File: src/rtl/core/wpsp_pkg.sv
// ----------------------------------------------------------------------------
// wpsp_pkg
// Shared types and constants of the WAV PCM stream parser: result record,
// result kinds, error codes and the default depth of the result queue.
// ----------------------------------------------------------------------------
`default_nettype none

package wpsp_pkg;

    // Default number of entries in the result queue
    localparam int unsigned ResFifoDepth = 4;

    typedef enum logic [1:0] {
        KIND_SAMPLE = 2'd0,
        KIND_INFO   = 2'd1,
        KIND_ERROR  = 2'd2,
        KIND_END    = 2'd3
    } t_kind;

    typedef enum logic [1:0] {
        ERR_NOT_RIFF = 2'd0,
        ERR_NOT_WAVE = 2'd1,
        ERR_FORMAT   = 2'd2,
        ERR_DEPTH    = 2'd3
    } t_err;

    // One result record as it leaves the block
    typedef struct packed {
        t_kind              kind;
        logic signed [31:0] sample;
        logic [31:0]        rate;
        logic [15:0]        channels;
        logic [5:0]         bits;
        t_err               err;
        logic               last;
    } t_result;

    // Results caused by one accepted byte, in order (r0 first)
    typedef struct packed {
        logic [1:0] count;
        t_result    r0;
        t_result    r1;
    } t_emit;

endpackage

`default_nettype wire

File: src/rtl/core/wpsp_parse.sv
// ----------------------------------------------------------------------------
// wpsp_parse
// Byte-serial RIFF/WAVE parser core. Holds the parse state and, for each
// accepted byte, computes the next state and up to two result records.
// ----------------------------------------------------------------------------
`default_nettype none

module wpsp_parse
    import wpsp_pkg::*;
(
    input  wire logic       i_clk,
    input  wire logic       i_rst_n,
    input  wire logic       i_accept,
    input  wire logic [7:0] i_data_byte,
    input  wire logic       i_first_byte,
    input  wire logic       i_final_byte,
    output t_emit           o_emit
);

    typedef enum logic [3:0] {
        PH_RIFF    = 4'd0,
        PH_RSIZE   = 4'd1,
        PH_WAVE    = 4'd2,
        PH_CID     = 4'd3,
        PH_SZFMT   = 4'd4,
        PH_SZDATA  = 4'd5,
        PH_SZOTHER = 4'd6,
        PH_FTAG    = 4'd7,
        PH_FCH     = 4'd8,
        PH_FRATE   = 4'd9,
        PH_FBRATE  = 4'd10,
        PH_FALIGN  = 4'd11,
        PH_FBITS   = 4'd12,
        PH_SKIP    = 4'd13,
        PH_DATA    = 4'd14,
        PH_DONE    = 4'd15
    } t_phase;

    // Four-character tags as they appear after little-endian collection
    localparam logic [31:0] TagRiff = 32'h4646_4952;
    localparam logic [31:0] TagWave = 32'h4556_4157;
    localparam logic [31:0] TagFmt  = 32'h2074_6D66;
    localparam logic [31:0] TagData = 32'h6174_6164;
    localparam logic [32:0] PosMax  = '1;

    function automatic t_result mk_result(t_kind k, logic [31:0] smp, logic [31:0] rate,
                                          logic [15:0] ch, logic [5:0] bits, t_err err);
        t_result r;
        r.kind     = k;
        r.sample   = $signed(smp);
        r.rate     = rate;
        r.channels = ch;
        r.bits     = bits;
        r.err      = err;
        r.last     = 1'b0;
        return r;
    endfunction

    // State registers
    t_phase      r_phase,  n_phase,  c_phase;
    logic [2:0]  r_idx,    n_idx,    c_idx;
    logic [31:0] r_field,  n_field,  c_field;
    logic [32:0] r_limit,  n_limit,  c_limit;
    logic [32:0] r_pos,    n_pos,    c_pos;
    logic [32:0] r_left,   n_left,   c_left;
    logic [15:0] r_ftag,   n_ftag,   c_ftag;
    logic [15:0] r_ch,     n_ch,     c_ch;
    logic [31:0] r_rate,   n_rate,   c_rate;
    logic [15:0] r_depth,  n_depth,  c_depth;
    logic [17:0] r_fsize,  n_fsize,  c_fsize;
    logic [17:0] r_fidx,   n_fidx,   c_fidx;
    logic        r_fits,   n_fits,   c_fits;
    logic [31:0] r_sshift, n_sshift, c_sshift;

    // Step intermediates
    logic [31:0] sh;
    logic        col_w2, col_w4, collecting, done, cid_fail;
    logic [32:0] left_dec, left_fmt;
    logic [17:0] fsize_new, fidx_inc;
    logic [31:0] sshift_new;
    logic        a_vld, b_vld, l_vld;
    t_result     a_res, b_res, l_res;
    logic [1:0]  cnt;

    // Next-state and result logic for one byte
    always_comb begin
        // first_byte restarts from the reset state
        c_phase  = i_first_byte ? PH_RIFF : r_phase;
        c_idx    = i_first_byte ? '0 : r_idx;
        c_field  = i_first_byte ? '0 : r_field;
        c_limit  = i_first_byte ? '0 : r_limit;
        c_pos    = i_first_byte ? '0 : r_pos;
        c_left   = i_first_byte ? '0 : r_left;
        c_ftag   = i_first_byte ? '0 : r_ftag;
        c_ch     = i_first_byte ? '0 : r_ch;
        c_rate   = i_first_byte ? '0 : r_rate;
        c_depth  = i_first_byte ? '0 : r_depth;
        c_fsize  = i_first_byte ? '0 : r_fsize;
        c_fidx   = i_first_byte ? '0 : r_fidx;
        c_fits   = i_first_byte ? 1'b0 : r_fits;
        c_sshift = i_first_byte ? '0 : r_sshift;

        n_phase  = c_phase;
        n_idx    = c_idx;
        n_field  = c_field;
        n_limit  = c_limit;
        n_pos    = c_pos;
        n_left   = c_left;
        n_ftag   = c_ftag;
        n_ch     = c_ch;
        n_rate   = c_rate;
        n_depth  = c_depth;
        n_fsize  = c_fsize;
        n_fidx   = c_fidx;
        n_fits   = c_fits;
        n_sshift = c_sshift;

        a_vld = 1'b0;
        b_vld = 1'b0;
        l_vld = 1'b0;
        a_res = '0;
        b_res = mk_result(KIND_END, '0, '0, '0, '0, ERR_NOT_RIFF);
        l_res = '0;

        sh         = {i_data_byte, c_field[31:8]};
        left_dec   = (c_left != '0) ? c_left - 33'd1 : c_left;
        left_fmt   = (c_left > 33'd16) ? c_left - 33'd16 : '0;
        fsize_new  = {2'b00, c_ch} * {15'd0, c_depth[5:3]};
        fidx_inc   = c_fidx + 18'd1;
        sshift_new = (c_fidx < {15'd0, c_depth[5:3]}) ? {i_data_byte, c_sshift[31:8]}
                                                      : c_sshift;
        cid_fail   = (c_phase == PH_CID) && (c_idx == '0) && (c_pos >= c_limit);

        // Field width of the collecting phases
        col_w2 = 1'b0;
        col_w4 = 1'b0;
        case (c_phase)
            PH_RIFF, PH_RSIZE, PH_WAVE, PH_CID, PH_SZFMT, PH_SZDATA,
            PH_SZOTHER, PH_FRATE, PH_FBRATE: begin
                col_w4 = 1'b1;
            end
            PH_FTAG, PH_FCH, PH_FALIGN, PH_FBITS: begin
                col_w2 = 1'b1;
            end
            default: begin
            end
        endcase
        collecting = (col_w2 || col_w4) && !cid_fail;
        done       = col_w2 ? (c_idx >= 3'd1) : (c_idx >= 3'd3);

        if (i_accept && (c_phase != PH_DONE)) begin
            n_pos = (c_pos != PosMax) ? c_pos + 33'd1 : c_pos;

            // Little-endian field collection
            if (collecting) begin
                n_field = sh;
                n_idx   = done ? '0 : c_idx + 3'd1;
            end

            case (c_phase)
                PH_RIFF: begin
                    if (done) begin
                        if (sh != TagRiff) begin
                            a_vld   = 1'b1;
                            a_res   = mk_result(KIND_ERROR, '0, '0, '0, '0, ERR_NOT_RIFF);
                            n_phase = PH_DONE;
                        end else begin
                            n_phase = PH_RSIZE;
                        end
                    end
                end
                PH_RSIZE: begin
                    if (done) begin
                        n_limit = 33'd8 + {1'b0, sh};
                        n_phase = PH_WAVE;
                    end
                end
                PH_WAVE: begin
                    if (done) begin
                        if (sh != TagWave) begin
                            a_vld   = 1'b1;
                            a_res   = mk_result(KIND_ERROR, '0, '0, '0, '0, ERR_NOT_WAVE);
                            n_phase = PH_DONE;
                        end else begin
                            n_phase = PH_CID;
                        end
                    end
                end
                PH_CID: begin
                    if (cid_fail) begin
                        a_vld   = 1'b1;
                        a_res   = mk_result(KIND_ERROR, '0, '0, '0, '0, ERR_FORMAT);
                        n_phase = PH_DONE;
                    end else if (done) begin
                        if (sh == TagFmt) begin
                            n_phase = PH_SZFMT;
                        end else if (sh == TagData) begin
                            n_phase = PH_SZDATA;
                        end else begin
                            n_phase = PH_SZOTHER;
                        end
                    end
                end
                PH_SZFMT: begin
                    if (done) begin
                        n_left  = {1'b0, sh};
                        n_phase = PH_FTAG;
                    end
                end
                PH_SZDATA: begin
                    if (done) begin
                        if ((c_ftag != 16'd1) || (sh == '0) || (c_depth == '0)
                            || (c_ch == '0)) begin
                            a_vld   = 1'b1;
                            a_res   = mk_result(KIND_ERROR, '0, '0, '0, '0, ERR_FORMAT);
                            n_phase = PH_DONE;
                        end else if ((c_depth != 16'd16) && (c_depth != 16'd24)
                                     && (c_depth != 16'd32)) begin
                            a_vld   = 1'b1;
                            a_res   = mk_result(KIND_ERROR, '0, '0, '0, '0, ERR_DEPTH);
                            n_phase = PH_DONE;
                        end else begin
                            a_vld    = 1'b1;
                            a_res    = mk_result(KIND_INFO, '0, c_rate, c_ch, c_depth[5:0],
                                                 ERR_NOT_RIFF);
                            n_left   = {1'b0, sh};
                            n_fsize  = fsize_new;
                            n_fidx   = '0;
                            n_sshift = '0;
                            n_fits   = ({1'b0, sh} >= {15'd0, fsize_new});
                            n_phase  = PH_DATA;
                        end
                    end
                end
                PH_SZOTHER: begin
                    if (done) begin
                        // unknown chunks are padded to even length
                        n_left  = {1'b0, sh} + {32'd0, sh[0]};
                        n_phase = (sh != '0) ? PH_SKIP : PH_CID;
                    end
                end
                PH_FTAG: begin
                    if (done) begin
                        n_ftag  = sh[31:16];
                        n_phase = PH_FCH;
                    end
                end
                PH_FCH: begin
                    if (done) begin
                        n_ch    = sh[31:16];
                        n_phase = PH_FRATE;
                    end
                end
                PH_FRATE: begin
                    if (done) begin
                        n_rate  = sh;
                        n_phase = PH_FBRATE;
                    end
                end
                PH_FBRATE: begin
                    if (done) begin
                        n_phase = PH_FALIGN;
                    end
                end
                PH_FALIGN: begin
                    if (done) begin
                        n_phase = PH_FBITS;
                    end
                end
                PH_FBITS: begin
                    if (done) begin
                        n_depth = sh[31:16];
                        n_left  = left_fmt;
                        n_phase = (left_fmt != '0) ? PH_SKIP : PH_CID;
                    end
                end
                PH_SKIP: begin
                    n_left = left_dec;
                    if (left_dec == '0) begin
                        n_phase = PH_CID;
                    end
                end
                PH_DATA: begin
                    n_sshift = sshift_new;
                    n_left   = left_dec;
                    // frame complete: emit channel 0 if the frame fit the chunk
                    if (fidx_inc >= c_fsize) begin
                        if (c_fits) begin
                            a_vld = 1'b1;
                            a_res = mk_result(KIND_SAMPLE, sshift_new, '0, '0, '0,
                                              ERR_NOT_RIFF);
                        end
                        n_fidx   = '0;
                        n_sshift = '0;
                        n_fits   = (left_dec >= {15'd0, c_fsize});
                    end else begin
                        n_fidx = fidx_inc;
                    end
                    if (left_dec == '0) begin
                        b_vld   = 1'b1;
                        n_phase = PH_DONE;
                    end
                end
                default: begin
                    n_phase = PH_DONE;
                end
            endcase

            // Truncated stream
            if (i_final_byte && (n_phase != PH_DONE)) begin
                l_vld = 1'b1;
                case (n_phase)
                    PH_DATA: begin
                        l_res = mk_result(KIND_END, '0, '0, '0, '0, ERR_NOT_RIFF);
                    end
                    PH_RIFF: begin
                        l_res = mk_result(KIND_ERROR, '0, '0, '0, '0, ERR_NOT_RIFF);
                    end
                    PH_RSIZE, PH_WAVE: begin
                        l_res = mk_result(KIND_ERROR, '0, '0, '0, '0, ERR_NOT_WAVE);
                    end
                    default: begin
                        l_res = mk_result(KIND_ERROR, '0, '0, '0, '0, ERR_FORMAT);
                    end
                endcase
                n_phase = PH_DONE;
            end
        end

        // Pack results in order; at most two per byte
        cnt         = {1'b0, a_vld} + {1'b0, b_vld} + {1'b0, l_vld};
        o_emit.count = cnt;
        o_emit.r0    = a_vld ? a_res : (b_vld ? b_res : l_res);
        o_emit.r1    = a_vld ? (b_vld ? b_res : l_res) : l_res;
        o_emit.r0.last = (cnt == 2'd1);
        o_emit.r1.last = 1'b1;
    end

    // Parse state
    always_ff @(posedge i_clk) begin
        if (!i_rst_n) begin
            r_phase  <= PH_RIFF;
            r_idx    <= '0;
            r_field  <= '0;
            r_limit  <= '0;
            r_pos    <= '0;
            r_left   <= '0;
            r_ftag   <= '0;
            r_ch     <= '0;
            r_rate   <= '0;
            r_depth  <= '0;
            r_fsize  <= '0;
            r_fidx   <= '0;
            r_fits   <= 1'b0;
            r_sshift <= '0;
        end else if (i_accept) begin
            r_phase  <= n_phase;
            r_idx    <= n_idx;
            r_field  <= n_field;
            r_limit  <= n_limit;
            r_pos    <= n_pos;
            r_left   <= n_left;
            r_ftag   <= n_ftag;
            r_ch     <= n_ch;
            r_rate   <= n_rate;
            r_depth  <= n_depth;
            r_fsize  <= n_fsize;
            r_fidx   <= n_fidx;
            r_fits   <= n_fits;
            r_sshift <= n_sshift;
        end
    end

    // A final byte always closes the stream
    assert property (@(posedge i_clk) disable iff (!i_rst_n)
        i_accept && i_final_byte |=> r_phase == PH_DONE)
        else $error("parser not done after final byte");

    // A second result of one byte can only be end of samples
    assert property (@(posedge i_clk) disable iff (!i_rst_n)
        o_emit.count == 2'd2 |-> o_emit.r1.kind == KIND_END)
        else $error("unexpected second result");

    // Frame byte index stays inside the frame while streaming
    assert property (@(posedge i_clk) disable iff (!i_rst_n)
        r_phase == PH_DATA |-> r_fidx < r_fsize)
        else $error("frame index out of range");

endmodule

`default_nettype wire

File: src/rtl/core/wpsp_res_fifo.sv
// ----------------------------------------------------------------------------
// wpsp_res_fifo
// Result queue. Takes up to two records per cycle from the parser and hands
// them out one per output transaction. Signals room while two entries are free.
// ----------------------------------------------------------------------------
`default_nettype none

module wpsp_res_fifo
    import wpsp_pkg::*;
#(
    parameter int unsigned DEPTH = ResFifoDepth
) (
    input  wire logic  i_clk,
    input  wire logic  i_rst_n,
    input  wire t_emit i_emit,
    input  wire logic  i_pop,
    output t_result    o_head,
    output logic       o_valid,
    output logic       o_room
);

    localparam int unsigned PW = $clog2(DEPTH);
    localparam int unsigned CW = $clog2(DEPTH + 1);

    function automatic logic [PW-1:0] ptr_inc(logic [PW-1:0] p);
        return (p == PW'(DEPTH - 1)) ? '0 : p + PW'(1);
    endfunction

    t_result        r_mem [DEPTH];
    logic [PW-1:0]  r_wr, n_wr, r_rd, n_rd, wr1;
    logic [CW-1:0]  r_count, n_count;
    logic           pop;

    // Pointer and occupancy update
    always_comb begin
        pop     = i_pop && o_valid;
        wr1     = ptr_inc(r_wr);
        n_rd    = pop ? ptr_inc(r_rd) : r_rd;
        case (i_emit.count)
            2'd1:    n_wr = wr1;
            2'd2:    n_wr = ptr_inc(wr1);
            default: n_wr = r_wr;
        endcase
        n_count = r_count + CW'(i_emit.count) - CW'(pop);
    end

    assign o_valid = (r_count != '0);
    assign o_room  = (r_count <= CW'(DEPTH - 2));
    assign o_head  = r_mem[r_rd];

    always_ff @(posedge i_clk) begin
        if (!i_rst_n) begin
            r_wr    <= '0;
            r_rd    <= '0;
            r_count <= '0;
        end else begin
            r_wr    <= n_wr;
            r_rd    <= n_rd;
            r_count <= n_count;
        end
    end

    // Entry storage
    always_ff @(posedge i_clk) begin
        if (i_emit.count != 2'd0) begin
            r_mem[r_wr] <= i_emit.r0;
        end
        if (i_emit.count == 2'd2) begin
            r_mem[wr1] <= i_emit.r1;
        end
    end

    // Occupancy never exceeds the queue depth
    assert property (@(posedge i_clk) disable iff (!i_rst_n)
        int'(r_count) <= int'(DEPTH))
        else $error("result queue occupancy out of range");

    // Parser never pushes more than the free space
    assert property (@(posedge i_clk) disable iff (!i_rst_n)
        int'(r_count) + int'(i_emit.count) - int'(pop) <= int'(DEPTH))
        else $error("result queue overflow");

endmodule

`default_nettype wire

File: src/rtl/core/wav_pcm_stream_parser_unit.sv
// ----------------------------------------------------------------------------
// wav_pcm_stream_parser_unit
// Byte-serial WAV (RIFF/WAVE PCM) parser with a valid/ready byte input and a
// valid/ready result output.
//
// Input channel: one file byte per transaction, with first_byte to restart
// parsing and final_byte to mark the end of the stream.
// Output channel: one result per transaction: a Q1.31 channel 0 sample, the
// stream info, an error code, or end of samples. run_last flags the last
// result caused by a byte (a byte causes zero, one or two results).
// Results of a byte are held in the result queue from the cycle after it is accepted.
// Throughput: one byte per cycle; a byte is taken while at least two queue
// entries are free, so with the receiver taking results the input never waits.
// Stall: when the receiver holds ready low, results wait in the queue
// (RES_DEPTH entries) and the input stops once fewer than two are free,
// until the receiver drains the queue again.
// Reset: synchronous; the parser waits for a RIFF tag and the queue empties.
// ----------------------------------------------------------------------------
`default_nettype none

module wav_pcm_stream_parser_unit
    import wpsp_pkg::*;
#(
    parameter int unsigned RES_DEPTH = ResFifoDepth
) (
    input  wire logic         i_clk,
    input  wire logic         i_rst_n,
    // byte input
    input  wire logic         i_valid,
    output logic              o_ready,
    input  wire logic [7:0]   i_data_byte,
    input  wire logic         i_first_byte,
    input  wire logic         i_final_byte,
    // result output
    output logic              o_valid,
    input  wire logic         i_ready,
    output logic [1:0]        o_result_kind,
    output logic signed [31:0] o_sample_value,
    output logic [31:0]       o_rate_hz,
    output logic [15:0]       o_channel_count,
    output logic [5:0]        o_sample_bits,
    output logic [1:0]        o_error_code,
    output logic              o_run_last
);

    logic    room;
    logic    accept;
    t_emit   emit;
    t_result head;

    assign o_ready = room;
    assign accept  = i_valid && room;

    wpsp_parse u_parse (
        .i_clk        (i_clk),
        .i_rst_n      (i_rst_n),
        .i_accept     (accept),
        .i_data_byte  (i_data_byte),
        .i_first_byte (i_first_byte),
        .i_final_byte (i_final_byte),
        .o_emit       (emit)
    );

    wpsp_res_fifo #(
        .DEPTH (RES_DEPTH)
    ) u_fifo (
        .i_clk   (i_clk),
        .i_rst_n (i_rst_n),
        .i_emit  (emit),
        .i_pop   (i_ready),
        .o_head  (head),
        .o_valid (o_valid),
        .o_room  (room)
    );

    // Result fields
    assign o_result_kind   = head.kind;
    assign o_sample_value  = head.sample;
    assign o_rate_hz       = head.rate;
    assign o_channel_count = head.channels;
    assign o_sample_bits   = head.bits;
    assign o_error_code    = head.err;
    assign o_run_last      = head.last;

endmodule

`default_nettype wire
File: config.mk
export PLATFORM = sky130hd
export DESIGN_NAME = wav_pcm_stream_parser_unit
export DESIGN_NICKNAME = d
export VERILOG_FILES = /design/src/rtl/core/wpsp_pkg.sv /design/src/rtl/core/wpsp_parse.sv /design/src/rtl/core/wpsp_res_fifo.sv /design/src/rtl/core/wav_pcm_stream_parser_unit.sv
export SDC_FILE = /design/constraint.sdc
export NUM_CORES = 2
export LEC_CHECK = 0
export ABC_CLOCK_PERIOD_IN_PS = 11000
export BUFFER_PORTS_ARGS = -buffer_cell sky130_fd_sc_hd__buf_2
export CORE_UTILIZATION = 60
export CTS_BUF_LIST = sky130_fd_sc_hd__clkbuf_8
export DETAILED_ROUTE_END_ITERATION = 6
export PLACE_DENSITY = 0.86
export SLEW_MARGIN = 20
export SYNTH_ARGS = -nofsm -noshare
export SYNTH_HDL_FRONTEND = slang
export SYNTH_SLANG_ARGS = --single-unit
File: constraint.sdc
create_clock -name i_clk -period 11 [get_ports i_clk]
set_clock_uncertainty 0.05 [all_clocks]
set_input_delay 2.2 -clock i_clk [delete_from_list [all_inputs] [get_ports i_clk]]
set_output_delay 2.2 -clock i_clk [all_outputs]
set_load 0.01 [all_outputs]
==> results by group <==
Die
  • Rows: a little under 90
  • Core Box Area: around 0.059 sq mm
  • Ports: about 110
  • Initial core utilization: about three fifths
  • Die H: around 250 um
  • Die area: around 0.061 sq mm
  • Die width: ~250 um

GRT
  • GRT overflow: 0
  • Largest net degree at the start of global routing: around 120
  • Total global-route track usage: between 30 and 40%
  • Initial antenna violation count: 4
  • First-pass GRT wire length: between 150,000 and 200,000 um
  • Vias in the first global route: approximately 32,000

Detailed routing
  • Remaining antenna violation count: 0
  • Detailed-route DRC error count: between 40 and 50
  • TritonRoute pass-1 iters: 7
  • DR vias/cell: about 7
  • Wire per inst: between 20 and 25 um
  • DR iter-0 viols: about 4,700
  • Total wire length: ~120,000 um
  • Vias: 33,700

Finish
  • Most common cell after layout, fill and taps aside: dfxtp_1
  • Final #Nets: 4,223
  • Share of cells above drive strength 1: around an eighth
  • FILL cells: about 4,600
  • Area grow syn2layout: 8.25%
  • Reg area: about 0.013 sq mm
  • Most frequent cells in the layout: 634 x dfxtp_1, 376 x nand2_1, 307 x nor2b_1
  • Multi-input combinational cell area: around 0.021 sq mm

Power and ir drop
  • Int Pwr: ~4.0 mW
  • Switching fraction of total power: 32.7%
  • Clock power frac: approximately 37%
  • Switching power of the nets: between 1.5 and 2 mW
  • Leak: between 10 and 15 nW
  • Power density over the cells: between 100 and 150 mW/mm^2
  • VDD IR max: 0.145 mV
  • Pwr Total: roughly 6 mW
  • Comb pwr share: 20.5%
  • Flop pwr share: between 40 and 50%

Synth
  • Post-Syn Area: between 0.03 and 0.04 sq mm
  • Unique masters post-synth: 96
  • FFs w/ async S/R, synth: 0%
  • Yosys warns: 0
  • Top_reg_cell synth: dfxtp_1
  • Post-Syn Instances: 4,122
  • #FFs+latches synth: around 650
  • Seq/Total Area, Yosys: approximately 36%
  • Syn nets: ~4,300
  • Number of flops mapped to enable cells by yosys: 16
  • Syn avg cell area: about 9 sq um

Timing
  • Fin Hold WS: 0.402 ns
  • Max Fclk: 97.7 MHz
  • Final number of setup-violating endpoints: 0
  • Final period util: slightly above 90%
  • Final hold violations: 0
  • Unrepaired setup endpoints after global routing: no
  • Final Critical Period: roughly 10 ns
  • Setup TNS: 0 ns
  • Max Slew Vio Count: 0
  • Slew @ Worst Pin: ~1.3 ns
  • Slew HR: between 10 and 15%

Clocking
  • Clock Sinks: approximately 650
  • CTS Buffer Depth: 3
  • CTS clk-pin slew, worst paths: ~0.060 ns
  • Hold_buf cts: 0
  • Clock Latency Late Sink: between 0.7 and 0.8 ns
  • CTS root buf: clkbuf_8
  • CTS tree: done
  • CTS Buf Count: 103
  • Post-CTS Setup Repair Bufs: 0
  • H-tree levels: 3
  • CTS resizes: 0

Flow run
  • Max Cap Viol: 0

Placement
  • Port Buf Inserts: 106
  • RePlAce Congestion: 1.05
  • Hpwl dp: slightly below 80,000 um

Min path
  • Hold WC Path Type: flip-flop to flip-flop

Worst setup path
  • Reg2reg path depth: 20
  • Worst Setup EP: u_fifo.r_mem[3][87]
  • Crit path from: i_first_byte
  • Critical Path RT: approximately 12 ns
  • CP Capture Type: flip-flop
  • Critical R2R Capture: u_fifo.r_mem[3][87]
  • Kind of critical path: input pin to flip-flop
  • Crit start category: input pin
  • Reg2reg setup slack: 2.28 ns
  • Crit Path Max Fanout: 58
  • Reg-to-reg startpoint: u_parse.r_left[11]
  • Worst path arrival time: roughly 11 ns

Run status
  • Failing checks: DRC
  • Outcome: complete, but fails checks
-- logic make-up (layout without fill, tap and decap cells) --
group,count (synthesis),count (layout),share of synthesized area [%]
simple gates,1467,1467,21.4
compound gates,1139,1139,21.5
flops,652,652,36.4
buf+inv,445,468,5.04
fa+ha+maj,147,147,5.42
mux,146,146,7.18
xor+xnor,126,126,3.04
other cells,0,2,0
-- Yosys cell counts, types with 23 or more instances --
cell        n  area share [%]
a31oi_1    29            0.50
o21a_1     25            0.52
a22oi_1   183             3.8
inv_1      92            0.95
nand2_1   376             3.9
mux4_2     91             5.7
nand3_1   163             2.2
nor2b_1   307             5.3
nor4_1     52            0.90
xor2_1     51             1.2
o21ai_0   258             3.6
nand4_1    54            0.93
a21oi_1   189             2.6
xnor2_1    75             1.8
a22o_1    209             5.0
mux2i_1    52             1.4
or2_2      40            0.69
dfxtp_1   636              35
clkbuf_1  277             2.9
or3_1      28            0.48
buf_1      23            0.24
nor2_1    182             1.9
nor3_1     63            0.87
and2_1     64             1.1
and3_1     35            0.60
buf_2      35            0.48
a21o_1     28            0.58
ha_1      130             4.5
-- cell type report --
| class | count | area share, % |
|---|---|---|
| Clock buffer | 133 | 4.66 |
| Clock inverter | 55 | 0.880 |
| Inverter | 94 | 0.899 |
| Tap cell | 773 | 2.46 |
| Multi-Input combinational cell | 3025 | 54.4 |
| Antenna cell | 2 | 0.0127 |
| Timing Repair Buffer | 186 | 2.98 |
| Sequential cell | 652 | 33.7 |
-- power groups by stage --
stage	Combinational (mW)	Clock, mW	Sequential [mW]
floorplan	0.864	0	2.47
global placement	1.15	0	2.56
detailed placement	1.15	0	2.56
CTS	1.16	2.17	2.51
global route	1.26	2.28	2.51
finish	1.21	2.17	2.51
-- metal layers --
layer  vias to the layer above  routed length, um  track usage (%)
met5                         -                 25                0
met4                         4               7060             20.7
met3                       533              13100             9.15
met2                      2117              52700             58.4
met1                     16100              45500             48.1
li1                      15000                  -                -
-- registers in the layout (all words and copies together), names as in the netlist, 24 cells and up, named ones only --
name,count
u_parse.r_field,24
u_parse.r_limit,33
u_parse.r_pos,33
u_parse.r_rate,32
u_parse.r_sshift,32
u_parse.r_left,33
u_fifo.r_mem,364
-- stage by stage --
step	instance area [sq um]	setup slack (ns)	utilization (%)	instances
finish	39300	0.761	66.1	4920
global placement	37100	0.412	62.4	4730
global route	39300	0.290	66.1	4919
floorplan	36300	0.990	-	4122
CTS	39200	1.15	66.1	4918
detailed placement	37100	0.449	62.4	4730
-- worst max-delay path: stages --
cell	delay [ns]
buf_6	0.35
inv_2	0.30
buf_4	0.30
nand2_1	0.15
ha_1	0.54
nand3_1	0.40
a22o_1	0.36
nor3_1	0.28
mux2_1	0.40
nor4_1	0.60
and4_1	0.53
nand3_1	0.30
a2bb2oi_1	0.56
a21o_1	0.35
inv_1	0.11
fa_1	0.60
inv_1	0.08
ha_1	0.46
nand2_1	0.18
buf_4	0.42
nand3_2	0.51
buf_4	0.45
nand3_1	0.14
o21ai_0	0.09
-- how the worst min path moves through the flow --
stage / from / end / slack, ns / depth (start not counted)
2_1_floorplan: u_fifo.r_mem[1][78] / u_fifo.r_mem[1][78] / 0.37 / 2
3_3_place_gp: u_fifo.r_mem[1][83] / u_fifo.r_mem[1][83] / 0.38 / 2
3_5_place_dp: u_fifo.r_mem[1][79] / u_fifo.r_mem[1][79] / 0.39 / 2
4_1_cts: u_fifo.r_mem[1][79] / u_fifo.r_mem[1][79] / 0.40 / 2
5_1_grt: u_fifo.r_mem[1][61] / u_fifo.r_mem[1][61] / 0.43 / 2
6_report: u_fifo.r_mem[1][68] / u_fifo.r_mem[1][68] / 0.40 / 2
Power figures use the tool's default switching activity.
